## config.mk

```make
export PLATFORM = sky130hd
export DESIGN_NAME = stbs_engine
export DESIGN_NICKNAME = d
export VERILOG_FILES = /design/src/hw/rtl/stbs_pkg.sv /design/src/hw/rtl/stbs_engine.sv
export SDC_FILE = /design/constraint.sdc
export NUM_CORES = 1
export LEC_CHECK = 0
export ABC_AREA = 1
export ABC_CLOCK_PERIOD_IN_PS = 8960
export BUFFER_PORTS_ARGS = -buffer_cell sky130_fd_sc_hd__buf_4
export CELL_PAD_IN_SITES_DETAIL_PLACEMENT = 0
export CELL_PAD_IN_SITES_GLOBAL_PLACEMENT = 1
export CORE_MARGIN = 3
export CORE_UTILIZATION = 42
export CTS_CLUSTER_DIAMETER = 100
export DETAILED_ROUTE_END_ITERATION = 10
export PLACE_DENSITY = 0.78
export SYNTH_ARGS = -nofsm -noshare
export SYNTH_HDL_FRONTEND = slang
export SYNTH_SLANG_ARGS = --single-unit
export TNS_END_PERCENT = 50
```

## constraint.sdc

```tcl
create_clock -name aclk -period 8.96 [get_ports aclk]
set_input_delay 1.792 -clock aclk [delete_from_list [all_inputs] [get_ports aclk]]
set_output_delay 1.792 -clock aclk [all_outputs]
set_load 0.02 [all_outputs]
```

## src/hw/rtl/stbs_pkg.sv

```systemverilog
// Shared constants, types and field widths of the sorted table search unit.
// Depends on nothing; the engine and the top level refer to it by scoped names.
`default_nettype none

package stbs_pkg;

    // table geometry
    localparam int TABLE_DEPTH = 1024;
    localparam int IDX_W       = $clog2(TABLE_DEPTH);

    // field widths of the request and result items
    localparam int DATA_W      = 32;
    localparam int FIELD_IDX_W = 10;
    localparam int LEN_W       = 11;
    localparam int PROBE_W     = 4;

    // signed search bounds: must hold -1 up to the larger of length and depth
    localparam int CNT_W = ((LEN_W > IDX_W + 1) ? LEN_W : IDX_W + 1) + 1;

    // probe counter stops at its top value
    localparam logic [PROBE_W-1:0] PROBES_MAX = '1;

    // stream payload widths, padded to whole bytes
    localparam int S_TDATA_W = ((FIELD_IDX_W + DATA_W + 7) / 8) * 8;
    localparam int M_TDATA_W = ((FIELD_IDX_W + PROBE_W + 7) / 8) * 8;

    // register port
    localparam int APB_ADDR_W = 3;
    localparam int APB_DATA_W = 32;
    localparam logic REG_TABLE_LENGTH = 1'b0;

    // request kinds carried in tuser
    localparam logic REQ_WRITE  = 1'b0;
    localparam logic REQ_SEARCH = 1'b1;

    typedef logic signed [CNT_W-1:0] stbs_cnt_t;

    typedef struct packed {
        logic                   found;
        logic [FIELD_IDX_W-1:0] position;
        logic [PROBE_W-1:0]     probes;
    } stbs_result_t;

endpackage

`default_nettype wire

```

## src/hw/rtl/stbs_engine.sv

```systemverilog
// Binary search sequencer: issues one table read per cycle and narrows the range.
// Depends on stbs_pkg; the table memory sits in the top level.
`default_nettype none

module stbs_engine (
    input  wire logic                                 aclk,
    input  wire logic                                 aresetn,
    input  wire logic                                 start,
    input  wire logic signed [stbs_pkg::DATA_W-1:0]   key,
    input  wire logic [stbs_pkg::LEN_W-1:0]           table_length,
    output logic                                      idle,
    output logic                                      rd_en,
    output logic [stbs_pkg::IDX_W-1:0]                rd_addr,
    input  wire logic [stbs_pkg::DATA_W-1:0]          rd_data,
    output logic                                      res_valid,
    output stbs_pkg::stbs_result_t                    res,
    input  wire logic                                 res_ready
);

    typedef enum logic [1:0] {
        S_IDLE,
        S_PROBE,
        S_DONE
    } state_t;

    state_t                                 state_reg, state_next;
    stbs_pkg::stbs_cnt_t                    low_reg, low_next;
    stbs_pkg::stbs_cnt_t                    high_reg, high_next;
    stbs_pkg::stbs_cnt_t                    mid_reg, mid_next;
    logic [stbs_pkg::PROBE_W-1:0]           probes_reg, probes_next;
    logic signed [stbs_pkg::DATA_W-1:0]     key_reg, key_next;
    logic                                   found_reg, found_next;
    logic [stbs_pkg::FIELD_IDX_W-1:0]       pos_reg, pos_next;

    stbs_pkg::stbs_cnt_t                    len_ext;
    stbs_pkg::stbs_cnt_t                    depth_c;
    stbs_pkg::stbs_cnt_t                    n_len;
    logic signed [stbs_pkg::DATA_W-1:0]     entry;

    // number of entries searched, clipped to the table depth
    assign len_ext = stbs_pkg::stbs_cnt_t'(table_length);
    assign depth_c = stbs_pkg::stbs_cnt_t'(stbs_pkg::TABLE_DEPTH);
    assign n_len   = (len_ext > depth_c) ? depth_c : len_ext;
    assign entry   = $signed(rd_data);

    // next-state logic: one probe per cycle, next midpoint read issued at once
    always_comb begin
        state_next  = state_reg;
        low_next    = low_reg;
        high_next   = high_reg;
        mid_next    = mid_reg;
        probes_next = probes_reg;
        key_next    = key_reg;
        found_next  = found_reg;
        pos_next    = pos_reg;

        unique case (state_reg)
            S_IDLE: begin
                if (start) begin
                    key_next    = key;
                    low_next    = '0;
                    high_next   = n_len - stbs_pkg::stbs_cnt_t'(1);
                    mid_next    = high_next >>> 1;
                    probes_next = '0;
                    found_next  = 1'b0;
                    pos_next    = '0;
                    if (n_len == '0) begin
                        state_next = S_DONE;
                    end else begin
                        state_next = S_PROBE;
                    end
                end
            end
            S_PROBE: begin
                if (probes_reg != stbs_pkg::PROBES_MAX) begin
                    probes_next = probes_reg + 1'b1;
                end
                if (key_reg == entry) begin
                    found_next = 1'b1;
                    pos_next   = stbs_pkg::FIELD_IDX_W'(mid_reg[stbs_pkg::IDX_W-1:0]);
                    state_next = S_DONE;
                end else begin
                    if (key_reg < entry) begin
                        high_next = mid_reg - stbs_pkg::stbs_cnt_t'(1);
                    end else begin
                        low_next = mid_reg + stbs_pkg::stbs_cnt_t'(1);
                    end
                    if (low_next > high_next) begin
                        state_next = S_DONE;
                    end else begin
                        mid_next = (low_next + high_next) >>> 1;
                    end
                end
            end
            S_DONE: begin
                if (res_ready) begin
                    state_next = S_IDLE;
                end
            end
            default: begin
                state_next = S_IDLE;
            end
        endcase
    end

    // state and registered outputs
    always_ff @(posedge aclk) begin
        if (!aresetn) begin
            state_reg <= S_IDLE;
        end else begin
            state_reg <= state_next;
        end
        low_reg    <= low_next;
        high_reg   <= high_next;
        mid_reg    <= mid_next;
        probes_reg <= probes_next;
        key_reg    <= key_next;
        found_reg  <= found_next;
        pos_reg    <= pos_next;
    end

    // table read for the midpoint probed next cycle
    assign rd_en   = (state_next == S_PROBE);
    assign rd_addr = mid_next[stbs_pkg::IDX_W-1:0];

    assign idle         = (state_reg == S_IDLE);
    assign res_valid    = (state_reg == S_DONE);
    assign res.found    = found_reg;
    assign res.position = pos_reg;
    assign res.probes   = probes_reg;

    // probed range is never empty and the midpoint lies inside it
    assert property (@(posedge aclk) disable iff (!aresetn)
        (state_reg == S_PROBE) |-> (low_reg <= high_reg && mid_reg >= low_reg
                                    && mid_reg <= high_reg))
        else $error("probe outside the search range");

    // a search starts with a cleared probe count and a cleared found flag
    assert property (@(posedge aclk) disable iff (!aresetn)
        (state_reg == S_IDLE && start) |=> (probes_reg == '0 && found_reg == 1'b0))
        else $error("search started with stale result state");

    // a miss always reports position zero
    assert property (@(posedge aclk) disable iff (!aresetn)
        (res_valid && !res.found) |-> (res.position == '0))
        else $error("miss with nonzero position");

    // every probe cycle bumps the count unless it has topped out
    assert property (@(posedge aclk) disable iff (!aresetn)
        (state_reg == S_PROBE && probes_reg != stbs_pkg::PROBES_MAX)
        |=> (probes_reg == $past(probes_reg) + 1'b1))
        else $error("probe count did not advance");

endmodule

`default_nettype wire

```

# == After elaboration in Yosys (flattened, before gate mapping) ==
# Index checks and enable logic that the tools add are counted.
# word_totals
latchBits,0
rom_bits,0
n_memories,0
reg_bits,85
output_inout_bits,28
inputBits,79
wordCells,67
mem_bits_rw,0
# classes
n_div,0
mux,32
eq_ne,10
n_lt_le_gt_ge,3
n_reduce_logical,8
bitwise_logic,0
n_mul,0
n_addsub,5
shifts,0
# ops
op,count
12-bit 2-to-1 mux,13
12-bit one-hot mux with 2 select lines,3
32-bit == test,1
32-bit < comparator,1
10-bit 2-to-1 mux,2
10-bit one-hot mux with 2 select lines,1
12-bit adder,1
12-bit by 2-bit adder with 12-bit output (second input constant),1
12-bit > comparator,1
12-bit zero test,1
11-bit by 1-bit subtractor with 12-bit output (second input constant),1
12-bit by 2-bit subtractor with 12-bit output (second input constant),1
11-bit > comparator (second input constant),1
11-bit 2-to-1 mux,1
2-bit 2-to-1 mux,5
2-bit inequality test (second input constant),5
3-bit AND reduction,3
4-bit 2-to-1 mux,2
4-bit one-hot mux with 2 select lines,1
2-bit one-hot mux with 3 select lines,1
4-bit by 1-bit adder with 4-bit output (second input constant),1
2-bit by 1-bit == test with 1-bit output (second input constant),2
4-bit inequality test (second input constant),1
4-bit AND reduction,1
6 further kinds,7

# == Longest topological paths before layout ==
# Gate-level depths: netlist of the first run.
# depth
depth_word,9
mapped_depth,39

# == Worst setup path before layout of the first run ==
# Ideal clock, no wire load.
# synth_path
path_kind,input to output
from,in rd_data[31] in the netlist's numbering
to,out rd_addr[8] in the netlist's numbering
setup_slack_ns,1.539
arrival_ns,5.629
required_ns,7.168
cell_stages,33
n_path_buf,4
cell_sequence,inv_1 > ha_1 > a21oi_1 > o21a_1 > nand2_1 > a21oi_2 > nand2_2 > nand2_4 > nand2_4 > inv_1 > clkbuf_1 > clkbuf_1 > nand2_1 > nand2_1 > ha_1 > clkbuf_1 > a21oi_1 > inv_1 > a31oi_1 > nor2_1 > o21ai_0 > nand2_1 > nand2_1 > nand2_1 > nand2_1 > nand2_1 > nand3_1 > nand2_1 > xor2_1 > nor2_2 > nor2_1 > nor2_1 > buf_4
# synth_between
elab_chain_len,8
word_cells_on_any_way,13
cone_classes,1 x add/sub; 2 x order compare; 1 x eq/ne; 9 x mux
# synth_rtl
element,line_no,source
start: declaration,stbs_engine.sv:14,"input wire logic [stbs_pkg::DATA_W-1:0] rd_data,"
32-bit < comparator,stbs_engine.sv:83,if (key_reg < entry) begin
12-bit 2-to-1 mux,stbs_engine.sv:83,
12-bit 2-to-1 mux,stbs_engine.sv:78,if (key_reg == entry) begin
12-bit 2-to-1 mux,stbs_engine.sv:57,unique case (state_reg)
12-bit adder / 12-bit > comparator (equally long branches),"stbs_engine.sv:91, stbs_engine.sv:88",
12-bit 2-to-1 mux,stbs_engine.sv:88,if (low_next > high_next) begin
12-bit 2-to-1 mux (*),stbs_engine.sv:78,
12-bit one-hot mux with 2 select lines (*),stbs_engine.sv:57,
end: declaration,stbs_engine.sv:13,"output logic [stbs_pkg::IDX_W-1:0] rd_addr,"
# Every way passes the cells marked *; elsewhere a longest branch is shown, timed or not. The select of a mux whose other input is x is not followed.

# == Final worst setup path of the first run ==
# layout_path
from,in rd_data[31] in the netlist's numbering
to,out rd_addr[9] in the netlist's numbering
# Same word-level chain as after synthesis.

==> out/metrics.cfg, run 1 <==
[yosys]
synth_area_leaders=edfxtp_1 (37%), ha_1 (12%), nand2_1 (11%)
netlist_instances=734
postSynthAreaPerCell_um2=8.07
synth.top_cells.by_count=nand2_1 (168), inv_1 (113), edfxtp_1 (72)
synth_top_cell_by_area=edfxtp_1
yosysSeqAreaShare=0.406
synth-main-ff-cell=edfxtp_1
netlist_area_mm2=0.00592
synth_top_area_frac=0.365
syn_nets=871
synth-edff-count=72
synth.most_common_cell=nand2_1
synth_seq_cells=84
async_reset_ff_frac=0
yosysWarnings=0
synthDistinctLibCells=44

[clocking]
cts_resized=0
clk_latency_ns=0.35
cts_tree=built
path_clk_slew_ns=0.06
post_cts_buffers=0
clock_tree.buffer_depth=2
cts_hold_buffers=0
cts-root-buf=clkbuf_16
htree_levels=3
cts_made_buffers=9
cts.sinks=84

[sta]
setup_viol=0
fmax_mhz=122
final.setup.tns_ns=0
max_slew.worst_pin.slew_ns=0.966
min_period_ns=8.18
fin_skew_ns=0.00551
rsz0062_at_grt=false
fin_crit_sh=0.913
slew_headroom=0.355
hold_viol_final=0
report.final.slew_viol_count=0

[worst_setup_path]
cp_slowest_cell=inv_1
cpMostUsedCell=nand2_1
cpPeakStageDelay_ns=0.50
path_max_fanout=24
arrival_ns=6.39
worst_setup_path_end_kind=output pin
cp-start-kind=primary input
worstSetupPathType=in -> out
critPathTopFamily=simple AND/OR/NAND/NOR gates
r2r_setup_slack_ns=4.13
worst_ep_required_time_ns=7.17
cp_num_buf_inv=7

[cells_and_area]
drive_gt1_frac=0.180
multiInputGateArea_mm2=0.00294
regArea_mm2=0.00240
area_growth_pct=20.0
final_util=0.526
antenna_cells=0
nets=964
largest_register_ffs=32
fill_cells=1278

[routing]
wl_per_cell_um=15.4
vias=4988
drc_errors=0
wirelength_um=15500
drtAntennaViolNets=0
drt_iter0_drc=323
vias_per_cell=4.95
dr.pass1.iters=5

[grt]
groute.usage.overall=0.206
antenna_found_initial=0
grt_max_degree=45
grt-ovfl-total=0
grt_first_pass_wirelength_um=25600
grt_pass1_vias=5072

[floorplanning]
start_util=0.439
dieArea_mm2=0.0156
die_h_um=125
dieWidth_um=125
ios=107
placementRows=42
coreArea_mm2=0.0135

[power_and_ir_drop]
power_density_mw_per_mm2=404
p_int_w=0.00145
ir_drop_uv=219
seqPwrFrac=0.250
p_switching_w=0.00143
p_leak_nw=3.51
p_sw_frac=0.497
pwr-share-comb=0.619
clkPwrFrac=0.130

[placed_design]
dp_hpwl_um=12300
place.gp.congestion=0.897
portBuffers=106

[run]
drv_cap=0

[outcome]
status=finished, final reports clean

[hold_path]
hp-class=reg -> reg

[worst reg2reg max path, cell delays in order, from the launching register on]
cell      delay (ns)
edfxtp_1        0.38
ha_1            0.39
nand2_1         0.12
nor2_2          0.17
nand2_2         0.10
nor2_4          0.15
nand2_2         0.11
nand3_2         0.14
nand2_4         0.17
inv_1           0.51
nand2_1         0.15
nand2_1         0.12
ha_1            0.32
a21oi_1         0.16
inv_1           0.05
a31oi_1         0.21
nor2_1          0.06
o21ai_0         0.21
nand2_1         0.08
nand2_1         0.08
nand2_1         0.06
nand2_1         0.06
nand2_1         0.07
nand3_1         0.09
o21ai_0         0.10
a21oi_1         0.18
xor2_1          0.27
o21ai_1         0.08
[final cells by class]
type                       count  share of cell area
clock inverter                 6             0.00880
timing repair buffer         109               0.115
sequential                    84               0.338
inverter                     117              0.0618
clock buffer                  10              0.0322
multi-input combinational    506               0.413
tap                          176              0.0310
[cell usage in the layout (no fill, tap or decap), types with 4 or more instances in the layout]
cell type	instances
buf_4	109
xor2_1	22
nor2_1	70
edfxtp_1	72
ha_1	57
a31oi_1	4
nand2_2	8
nand2_1	168
o21ai_0	45
inv_1	113
a21oi_1	33
nand2_4	4
nand4_1	6
xnor2_1	4
nor3_1	8
nand3_1	40
clkbuf_16	9
dfxtp_1	12
nand3b_1	5
[logic make-up (layout without fill, tap and decap cells)]
family,count (synthesis),count (layout),share of synthesized area
simple gates,324,324,0.242
buf+inv,144,242,0.0999
compound gates,98,98,0.0906
flops,84,84,0.406
fa+ha+maj,58,58,0.124
xor+xnor,26,26,0.0384
[power groups by stage]
stage | logic [W] | clock network (W) | registers [W]
2_1_floorplan | 0.00129 | 0 | 0.000719
3_3_place_gp | 0.00177 | 0 | 0.000722
3_5_place_dp | 0.00179 | 0 | 0.000726
4_1_cts | 0.00180 | 0.000380 | 0.000720
5_1_grt | 0.00200 | 0.000396 | 0.000737
6_report | 0.00178 | 0.000374 | 0.000719
[worst paths after layout]
| path | startpoint | end | cells past startpoint |
|---|---|---|---|
| worst max-delay path | rd_data[31] | rd_addr[9] | 30 |
| worst min register to register | mid_reg[6] | mid_reg[6] | 2 |
| worst min-delay path | mid_reg[6] | mid_reg[6] | 2 |
| worst max register to register | key_reg[31] | mid_reg[10] | 27 |
[layer usage]
metal / part of all wire / GRT usage / up-vias
met5: 0 / 0 / -
met4: 0.018 / 0.0574 / 0
met3: 0.051 / 0.0429 / 19
met2: 0.49 / 0.356 / 128
met1: 0.44 / 0.260 / 2262
li1: - / - / 2579
[metrics by stage]
step | total power, W | cell area (µm²) | instances | hold slack (ns) | worst slack (ns)
floorplan | 0.00201 | 5920 | 734 | 0.474 | 1.54
global placement | 0.00249 | 6820 | 992 | 0.512 | 0.934
detailed placement | 0.00251 | 6820 | 992 | 0.514 | 0.831
CTS | 0.00290 | 7110 | 1008 | 0.522 | 0.801
global route | 0.00313 | 7110 | 1008 | 0.563 | 0.285
finish | 0.00287 | 7110 | 1008 | 0.526 | 0.776
Note: power is estimated with default switching activity, not from simulation.
==> run 2, diff against run 1 <==
--- a/config.mk
+++ b/config.mk
@@ -6,7 +6,7 @@
 export NUM_CORES = 1
 export LEC_CHECK = 0
 export ABC_AREA = 1
-export ABC_CLOCK_PERIOD_IN_PS = 8960
+export ABC_CLOCK_PERIOD_IN_PS = 9120
 export BUFFER_PORTS_ARGS = -buffer_cell sky130_fd_sc_hd__buf_4
 export CELL_PAD_IN_SITES_DETAIL_PLACEMENT = 0
 export CELL_PAD_IN_SITES_GLOBAL_PLACEMENT = 1
==> constraint.sdc (replaced) <==
create_clock -name aclk -period 9.12 [get_ports aclk]
set_input_delay 1.824 -clock aclk [delete_from_list [all_inputs] [get_ports aclk]]
set_output_delay 1.824 -clock aclk [all_outputs]
set_load 0.02 [all_outputs]
==> out/metrics.cfg, run 2 (synthesis gave the netlist of run 1 again) <==
[floorplanning]
ios=107
die_h_um=125
dieWidth_um=125
coreArea_mm2=0.0135
placementRows=42
dieArea_mm2=0.0156
start_util=0.439

[run]
drv_cap=0

[worst_setup_path]
cpPeakStageDelay_ns=0.49
cp_num_cells=31
critPathTopFamily=simple AND/OR/NAND/NOR gates
worstReg2RegStart=key_reg[9]
arrival_ns=6.37
worst_setup_path_end_kind=output pin
r2r_setup_slack_ns=4.29
cp_slowest_cell=inv_1
cp_num_buf_inv=7
worstSetupPathType=in -> out
cpMostUsedCell=nand2_1
worst_ep_required_time_ns=7.30
path_max_fanout=24
r2r_cells=30
r2r_end=mid_reg[10]
crit_start=rd_data[13]
cp-start-kind=primary input
crit_path_end=rd_addr[9]

[cells_and_area]
drive_gt1_frac=0.180
final_cell_mix=nand2_1 (168), inv_1 (113), buf_4 (109)
area_growth_pct=20.8
nets=964
antenna_cells=0
largest_register_ffs=32
layout_commonest_cell=nand2_1

[clocking]
cts_resized=0
clock_tree.buffer_depth=2
path_clk_slew_ns=0.06
cts_made_buffers=9
htree_levels=3
cts.sinks=84
cts_hold_buffers=0
clk_latency_ns=0.35
post_cts_buffers=0
cts_tree=built
cts-root-buf=clkbuf_16

[power_and_ir_drop]
ir_drop_uv=211
power_density_mw_per_mm2=403
power_w=0.00288
p_leak_nw=3.53

[hold_path]
hp-start=mid_reg[6]
hp-class=reg -> reg

[sta]
fin_skew_ns=0.00895
hold_viol_final=0
rsz0062_at_grt=false
report.final.slew_viol_count=0
fmax_mhz=122
max_slew.worst_pin.slew_ns=0.978
final.setup.tns_ns=0
slew_headroom=0.348
fin_crit_sh=0.898
setup_viol=0
min_period_ns=8.19

[routing]
dr.pass1.iters=5
drc_errors=0
drtAntennaViolNets=0
wirelength_um=15500
vias_per_cell=4.99
wl_per_cell_um=15.4
drt_iter0_drc=310
vias=5033

[grt]
grt_max_degree=45
grt_pass1_vias=5020
grt-ovfl-total=0
groute.usage.overall=0.203
grt_first_pass_wirelength_um=25100
antenna_found_initial=0

[placed_design]
place.gp.congestion=0.897
dp_hpwl_um=12400
portBuffers=106

[outcome]
status=finished, final reports clean

==> run 2: changes by cell type in the layout (fill, tap and decap cells not counted) <==
cell        before  now
bufinv_16        1    3
clkinv_2         3    1
clkinv_4         1    0
clkinvlp_4       0    1
==> run 2: layout make-up <==
class	count	area, µm²
fillers	1293	6350
multi-input cells	506	2940
flip-flops and latches	84	2400
repair buffers	109	818
inverters	117	439
clock buffers	10	229
well taps	176	220
clock inverters	6	111
==> run 2: metrics by stage <==
| stage | instances | area (µm²) | hold WS, ns | worst slack [ns] | utilization |
|---|---|---|---|---|---|
| floorplan | 734 | 5920 | 0.474 | 1.63 | - |
| global placement | 992 | 6820 | 0.512 | 1.03 | 0.505 |
| detailed placement | 992 | 6820 | 0.514 | 0.948 | 0.505 |
| CTS | 1008 | 7160 | 0.523 | 0.938 | 0.530 |
| global route | 1008 | 7160 | 0.565 | 0.356 | 0.530 |
| finish | 1008 | 7160 | 0.532 | 0.931 | 0.530 |
==> run 2: worst min-delay path, delay by kind of cell (launching register included) <==
family | cells | cell delay (ns)
DFF | 1 | 0.35
and+or+nand+nor | 2 | 0.14
==> run 2: worst min path at each step <==
stage / endpoint / cells after the start
after floorplan: mid_reg[6] / 2
after global routing: mid_reg[6] / 2
after CTS: mid_reg[6] / 2
final: mid_reg[6] / 2
after detailed placement: mid_reg[6] / 2
after global placement: mid_reg[6] / 2
==> run 2: where the power goes <==
group,leakage (nW),total [W],internal [W],switching (W)
combinational,2.55,0.00175,0.000589,0.00116
clock,0.163,0.000420,0.000268,0.000152
sequential,0.817,0.000708,0.000620,0.0000883
==> run 2: per-layer routing <==
layer,GRT usage,part of all wire,up-vias
li1,-,-,2571
met1,0.253,0.44,2295
met2,0.349,0.48,139
met3,0.0399,0.048,28
met4,0.0729,0.027,0
met5,0,0,-
